`config.mk`:
```
export PLATFORM = sky130hd
export DESIGN_NAME = ecot_mac
export DESIGN_NICKNAME = d
export VERILOG_FILES = /design/src/sv/ecot_pkg.sv /design/src/sv/ecot_mac.sv
export SDC_FILE = /design/constraint.sdc
export NUM_CORES = 2
export LEC_CHECK = 0
export BUFFER_PORTS_ARGS = -buffer_cell sky130_fd_sc_hd__clkbuf_2
export CORE_MARGIN = 4
export CORE_UTILIZATION = 35
export DETAILED_ROUTE_END_ITERATION = 6
export PLACE_DENSITY = 0.52
export SLEW_MARGIN = 20
export SYNTH_ARGS = -nofsm -noshare
export SYNTH_HDL_FRONTEND = slang
export SYNTH_SLANG_ARGS = --single-unit
```
`constraint.sdc`:
```
create_clock -name clock -period 13.5 [get_ports clock]
set_input_delay 2.7 -clock clock [delete_from_list [all_inputs] [get_ports clock]]
set_output_delay 2.7 -clock clock [all_outputs]
set_load 0.01 [all_outputs]
```
`src/sv/ecot_pkg.sv`:
```
// Shared constants, widths and polygon coefficient tables for the overlap test.
package ecot_pkg;

   localparam int COORD_WIDTH    = 24;
   localparam int MAX_ITERATIONS = 4;
   localparam int COEF_SHIFT     = 30;
   localparam int HW             = 28;
   localparam int OW             = 2 * HW + 1;
   localparam int AW             = 120;
   localparam int PW             = 28;

   typedef logic [COEF_SHIFT-1:0] coef_type;

   function automatic coef_type inner_coef(input logic [2:0] idx);
      coef_type c;
      case (idx)
         3'd0:    c = coef_type'(759250125);
         3'd1:    c = coef_type'(581104888);
         3'd2:    c = coef_type'(547388835);
         3'd3:    c = coef_type'(539468601);
         3'd4:    c = coef_type'(537518376);
         3'd5:    c = coef_type'(537032656);
         3'd6:    c = coef_type'(536911340);
         default: c = coef_type'(536881019);
      endcase
      return c;
   endfunction

   function automatic coef_type outer_coef(input logic [2:0] idx);
      coef_type c;
      case (idx)
         3'd0:    c = coef_type'(628983398);
         3'd1:    c = coef_type'(558112816);
         3'd2:    c = coef_type'(542078859);
         3'd3:    c = coef_type'(538166622);
         3'd4:    c = coef_type'(537194449);
         3'd5:    c = coef_type'(536951772);
         3'd6:    c = coef_type'(536891125);
         default: c = coef_type'(536875965);
      endcase
      return c;
   endfunction

endpackage

```
`src/sv/ecot_mac.sv`:
```
// Shared two-term multiply-accumulate unit: base + a*b + c*d.
module ecot_mac (
   input  logic                             clock,
   input  logic                             reset,
   input  logic                             start,
   input  logic signed [ecot_pkg::AW-1:0]   base,
   input  logic signed [ecot_pkg::OW-1:0]   a,
   input  logic signed [ecot_pkg::OW-1:0]   b,
   input  logic signed [ecot_pkg::OW-1:0]   c,
   input  logic signed [ecot_pkg::OW-1:0]   d,
   output logic                             done,
   output logic signed [ecot_pkg::AW-1:0]   acc
);
   import ecot_pkg::*;

   function automatic logic [2*HW-1:0] mag(input logic signed [OW-1:0] v);
      logic signed [OW-1:0] n;
      n = -v;
      return v[OW-1] ? n[2*HW-1:0] : v[2*HW-1:0];
   endfunction

   logic [2*HW-1:0]       ma_ff, mb_ff, mc_ff, md_ff;
   logic                  na_ff, nc_ff;
   logic [2:0]            cnt_ff;
   logic                  busy_ff, done_ff;
   logic signed [AW-1:0]  acc_ff, acc_in;
   logic [2*HW-1:0]       xa, xb;
   logic [HW-1:0]         pa, pb;
   logic [2*HW-1:0]       pp;
   logic [AW-1:0]         ext;

   always_comb begin
      xa = cnt_ff[2] ? mc_ff : ma_ff;
      xb = cnt_ff[2] ? md_ff : mb_ff;
      pa = cnt_ff[1] ? xa[2*HW-1:HW] : xa[HW-1:0];
      pb = cnt_ff[0] ? xb[2*HW-1:HW] : xb[HW-1:0];
      pp = pa * pb;
      case (cnt_ff[1:0])
         2'b00:   ext = AW'(pp);
         2'b11:   ext = AW'(pp) << (2 * HW);
         default: ext = AW'(pp) << HW;
      endcase
      if (cnt_ff[2] ? nc_ff : na_ff) begin
         acc_in = acc_ff - signed'(ext);
      end else begin
         acc_in = acc_ff + signed'(ext);
      end
   end

   always_ff @(posedge clock) begin
      done_ff <= 1'b0;
      if (start) begin
         acc_ff  <= base;
         ma_ff   <= mag(a);
         mb_ff   <= mag(b);
         mc_ff   <= mag(c);
         md_ff   <= mag(d);
         na_ff   <= a[OW-1] ^ b[OW-1];
         nc_ff   <= c[OW-1] ^ d[OW-1];
         cnt_ff  <= '0;
         busy_ff <= 1'b1;
      end else if (busy_ff) begin
         acc_ff <= acc_in;
         cnt_ff <= cnt_ff + 3'd1;
         if (cnt_ff == 3'd7) begin
            busy_ff <= 1'b0;
            done_ff <= 1'b1;
         end
      end
      if (reset) begin
         busy_ff <= 1'b0;
         done_ff <= 1'b0;
         cnt_ff  <= '0;
      end
   end

   assign done = done_ff;
   assign acc  = acc_ff;

endmodule

```
[Yosys cells after proc, flatten, opt, wreduce, memory -nomap -nowiden]
Index checks and enable logic that the tools add are counted.
Word-level totals
  bits in registers: 351
  bits in latches: 0
  memory bits (writable): 0
  memory bits (read-only): 0
  bits of input ports: 351
  output and inout bits: 121
  logic and storage cells: 44
  memories kept: 0
Cells by class
  add/subtract/negate cells: 7
  $mul: 1
  divide/modulo/power cells: 0
  order comparisons: 0
  eq/ne operators: 2
  shift operators: 0
  multiplexer cells: 17
  bitwise operators: 3
  reduce and logical (&&, ||, !) cells: 4
Operators by type and width (count)
  $mux W120: 3
  $mux W56: 6
  $neg A56 Y56: 4
  $pmux W112 S2: 1
  $add A120 B113 Y120: 1
  $sub A120 B113 Y120: 1
  $mul A28 B28 Y56: 1
  $mux W28: 2
  $mux W1: 5
  $add A3 B1 Y3 const B: 1
  $eq A3 B3 Y1 const B: 1
  $reduce_or A3 Y1: 1
  $eq A2 B2 Y1 const B: 1
  $logic_not A2 Y1: 1
  $reduce_bool A2 Y1: 1
  $reduce_or A2 Y1: 1
  $xor A1 B1 Y1: 2
  $not A1 Y1: 1

[Longest topological paths before layout]
  depth in word-level cells: 8
  mapped depth: 56
  depth with buffers taken out: 48

[Worst setup path after synthesis]
No wires, ideal clock.
  path kind: register to register
  from: register cnt_ff[2]
  to: register acc_ff[116], in the netlist acc[116] (data pin)
  setup time: 0.267 ns
  data arrival time: 13.404 ns
  required time: 13.233 ns
  path slack: -0.170 ns
  stages on the path, launching flop included: 54
  buffers on the path: 9
  period minus slack after synthesis: 13.670 ns
  cells stage by stage: dfxtp_1 > clkbuf_1 > buf_1 > clkbuf_1 > clkbuf_1 > nand2_1 > o21ai_1 > clkbuf_1 > nor2_1 > fa_1 > inv_1 > fa_1 > inv_1 > fa_1 > inv_1 > fa_1 > inv_1 > fa_1 > (+18 left out) > a21oi_1 > xor2_1 > ha_1 > clkbuf_1 > a21o_1 > a21o_1 > a21o_1 > nor2b_1 > a2111oi_0 > a21boi_0 > o31ai_1 > a21oi_1 > o211a_1 > or2_2 > a31oi_1 > o21ai_0 > xnor2_1 > o21ai_0
Between the ends
  longest elaborated chain between the ends: 8
  elaborated cells between the ends (all ways): 12
  classes of those cells: 2 x add/sub; 1 x mul; 9 x mux
Ends and longest elaborated chain
  start: declaration: line ecot_mac.sv:24  | logic [2:0] cnt_ff;
  start signal: assignment: line ecot_mac.sv:64  | cnt_ff <= cnt_ff + 3'd1;
  $mux W56 (on tied branches): line ecot_mac.sv:33, ecot_mac.sv:34
  $mux W28 (on tied branches): line ecot_mac.sv:35, ecot_mac.sv:36
  $mul A28 B28 Y56: line ecot_mac.sv:37  | pp = pa * pb;
  $pmux W112 S2: line ecot_mac.sv:38  | case (cnt_ff[1:0])
  $add A120 B113 Y120 or $sub A120 B113 Y120 (tied branches): line ecot_mac.sv:46, ecot_mac.sv:44
  $mux W120 (*): line ecot_mac.sv:43  | if (cnt_ff[2] ? nc_ff : na_ff) begin
  $mux W120 (*): line ecot_mac.sv:62  | end else if (busy_ff) begin
  $mux W120 (*): line ecot_mac.sv:52  | if (start) begin
  end signal: assignment: line ecot_mac.sv:53  | acc_ff <= base;
  end signal: assignment: line ecot_mac.sv:63  | acc_ff <= acc_in;
  end: declaration: line ecot_mac.sv:26  | logic signed [AW-1:0] acc_ff, acc_in;
Every way passes the cells marked *; elsewhere a longest branch is shown, timed or not. The select of a mux whose other input is x is not followed.
A chain may end at the register's enable or synchronous reset.

[Final worst setup path]
  from: register cnt_ff[0]
  to: register acc_ff[115], in the netlist acc[115] (data pin)
Between the ends
  longest elaborated chain between the ends: 7
  elaborated cells between the ends (all ways): 10
  classes of those cells: 2 x add/sub; 1 x mul; 1 x eq/ne; 5 x mux; 1 x reduce/logical
Ends and longest elaborated chain
  $mux W28: line ecot_mac.sv:36  | pb = cnt_ff[0] ? xb[2*HW-1:HW] : xb[HW-1:0];
  $mul A28 B28 Y56: line ecot_mac.sv:37
  $pmux W112 S2 (*): line ecot_mac.sv:38
  $add A120 B113 Y120 or $sub A120 B113 Y120 (tied branches): line ecot_mac.sv:46, ecot_mac.sv:44
  $mux W120 (*): line ecot_mac.sv:43
  $mux W120 (*): line ecot_mac.sv:62
  $mux W120 (*): line ecot_mac.sv:52
Marks and branches as above.

==> flow_summary.json <==
{
  "grtUsageTotal": 0.279,
  "die_area_um2": 166000,
  "crit_path_top_delay_cell": "fa_1",
  "outcome": "complete, but fails checks",
  "synthCells": 6529,
  "reg2reg_setup_slack_ns": 0.34,
  "cp-start-kind": "register",
  "rsz0062_at_grt": "true",
  "cts_buffer_depth": 3,
  "yosysWarnings": 0,
  "syn-num-nets": 7892,
  "place.port_buffers": 471,
  "worst_ep_arrival_time_ns": 13.50,
  "gp_congestion": 0.993,
  "finalCriticalPeriod_ns": 13.16,
  "final_cell_mix": "buf_4, nand2_1, inv_1",
  "num_vias": 54000,
  "violations": "design-rule violations",
  "crit_top_cell": "fa_1",
  "layout_commonest_cell": "buf_4",
  "fin_nets": 9249,
  "ctsHoldBuffers": 0,
  "hp-start": "busy_ff",
  "gr-total-overflow": 0,
  "wirelength_mm": 238,
  "fp-row-count": 146,
  "setup_viol": 0,
  "wire_per_inst_um": 23.8,
  "antenna_found_initial": 14,
  "die_w_um": 408,
  "synth_top_area_frac": 0.241,
  "clock_latency_ns": 0.64,
  "clkSinkCount": 351,
  "clock-root-buffer": "clkbuf_16",
  "drc": 2,
  "syn-cell-area_um2": 56000,
  "htreeDepth": 2,
  "drtPass1Iterations": 7,
  "max_freq_ghz": 0.0760,
  "maxCapViolations": 0,
  "reg2reg_from": "cnt_ff[0]",
  "routed_via_density": 5.40,
  "cp_top_family": "adder cells",
  "fill_cells": 15700,
  "synthDistinctLibCells": 93,
  "hold_depth": 2,
  "relSlewSlack": 0.293,
  "dr.first_iter.drc_count": 4647,
  "synth.area.top_cells": "fa_1, edfxtp_1, ha_1",
  "synth_ff_type": "edfxtp_1",
  "hold_viol_final": 0,
  "synth_edf_count": 346,
  "dieHeight_um": 408,
  "synth_seq_area_share": 0.187,
  "drt.antenna.violating_nets": 0,
  "grt_pass1_vias": 54400,
  "critPathMaxFanout": 7,
  "ff2ff_path_depth": 52,
  "required_ns": 13.84,
  "syn_to_final_growth_pct": 28.7,
  "tritoncts": "yes",
  "numCtsBuffers": 42,
  "r2r-end": "acc[115]",
  "initial_core_util": 0.353,
  "grt_max_degree": 111,
  "drive_gt1_frac": 0.258,
  "hold_class": "register to register",
  "ioPinCount": 472,
  "fin_skew_ns": 0.0663,
  "tightest_slew_ns": 1.06,
  "yosysTopAreaCell": "fa_1",
  "cpPeakStageDelay_ns": 0.63,
  "synth-seq-cells": 351,
  "grt_pass1_wl_mm": 351,
  "setup_tns_ns": 0,
  "dp_hpwl_mm": 204,
  "ys_async_sr_fraction": 0,
  "period_share": 0.975,
  "avgSynthCellArea_um2": 8.57,
  "drv_slew": 0,
  "hold_end": "done",
  "core_area_um2": 159000,
  "cts.clk_slew.worst_paths_ns": 0.06,
  "critPathKind": "register to register",
  "critical_path.endpoint_type": "register",
  "crit_buf_inv": 13
}
## metal layers
layer	wire, µm	vias to the layer above	GRT usage	share of wire
li1	-	24600	-	-
met1	108000	26900	0.407	0.45
met2	103000	2131	0.429	0.43
met3	20100	314	0.0490	0.084
met4	6780	12	0.0693	0.028
met5	76	-	0	0.00032
## kinds of logic (layout without fill, tap and decap cells)
family,after synthesis,in the layout,synth area share
XOR/XNOR,449,449,0.0703
flip-flops,351,351,0.187
AO/OA/AOI/OAI,1350,1350,0.156
AND/OR/NAND/NOR,2027,2027,0.163
other,0,7,0
buffers and inverters,1216,2606,0.0816
multiplexers,124,124,0.0255
adder cells (fa/ha/maj),1012,1012,0.317
## how the worst max path moves through the flow
stage / startpoint / to / slack [ns] / cells after the start
2_1_floorplan: cnt_ff[0] / acc[116] / 0.006 / 53
3_3_place_gp: cnt_ff[0] / acc[115] / -0.86 / 53
3_5_place_dp: cnt_ff[0] / acc[119] / -0.86 / 47
4_1_cts: cnt_ff[0] / acc[115] / 0.001 / 55
5_1_grt: cnt_ff[0] / acc[115] / -0.06 / 55
6_report: cnt_ff[0] / acc[115] / 0.34 / 52
## synthesized netlist by cell type, types with 41 or more instances
cell,number
nand4_1,69
nand3_1,47
nor2_1,579
o31ai_1,88
o21ai_0,368
and2_1,55
clkbuf_1,324
mux2_2,57
nor3_1,79
o21a_1,67
a21o_1,114
a22oi_1,41
xnor2_1,335
nand2_1,873
mux2i_1,58
o21bai_1,50
or4_1,41
inv_1,865
ha_1,337
edfxtp_1,346
a21oi_1,286
fa_1,675
xor2_1,114
or3_1,68
## repair_timing
| action | 4_1_cts | 5_1_grt |
|---|---|---|
| pin swaps | 6 | 56 |
| resized for setup | 34 | 236 |
| gates cloned | 0 | 2 |
| endpoints found under the hold margin | 0 | 0 |
| setup buffers | 3 | 23 |
| setup endpoints to repair | 29 | 38 |
## registers in the layout, summed over array words and instances, names as in the netlist
signal and count:
done 1, cnt_ff 3, acc 120, md_ff 56, ma_ff 56, nc_ff 1, mc_ff 56, mb_ff 56
busy_ff 1, na_ff 1
## through the flow
step / std cells / hold WS, ns / utilization / area [µm²] / setup WS (ns)
floorplan: 6529 / 0.588 / - / 56000 / 0.00642
global placement: 9887 / 0.531 / 0.436 / 69300 / -0.863
detailed placement: 9887 / 0.538 / 0.436 / 69300 / -0.862
CTS: 9967 / 0.550 / 0.446 / 70800 / 0.00139
global route: 9994 / 0.585 / 0.454 / 72000 / -0.0569
finish: 9998 / 0.540 / 0.454 / 72000 / 0.337
## worst register-to-register path, delay by kind of cell (launching register included)
| family | cells | cell delay [ns] |
|---|---|---|
| mux | 1 | 0.36 |
| simple gates | 10 | 2.14 |
| buf+inv | 13 | 1.71 |
| fa+ha+maj | 9 | 4.26 |
| compound gates | 16 | 3.50 |
| flops | 1 | 0.45 |
| xor+xnor | 3 | 0.49 |
## cell type report
type                    count  area (µm²)  share of cell area
well taps                2072        2590              0.0360
repair buffers           1664       12200               0.170
clock buffers              49        1080              0.0150
flip-flops and latches    351       10500               0.146
clock inverters            28         284             0.00394
diodes                      7        17.5            0.000243
inverters                 865        3250              0.0451
multi-input cells        4962       42000               0.584
Power is left out: the tool's default activity adds up to more than one toggle a clock period on the data nets, which glitch-free logic cannot reach.
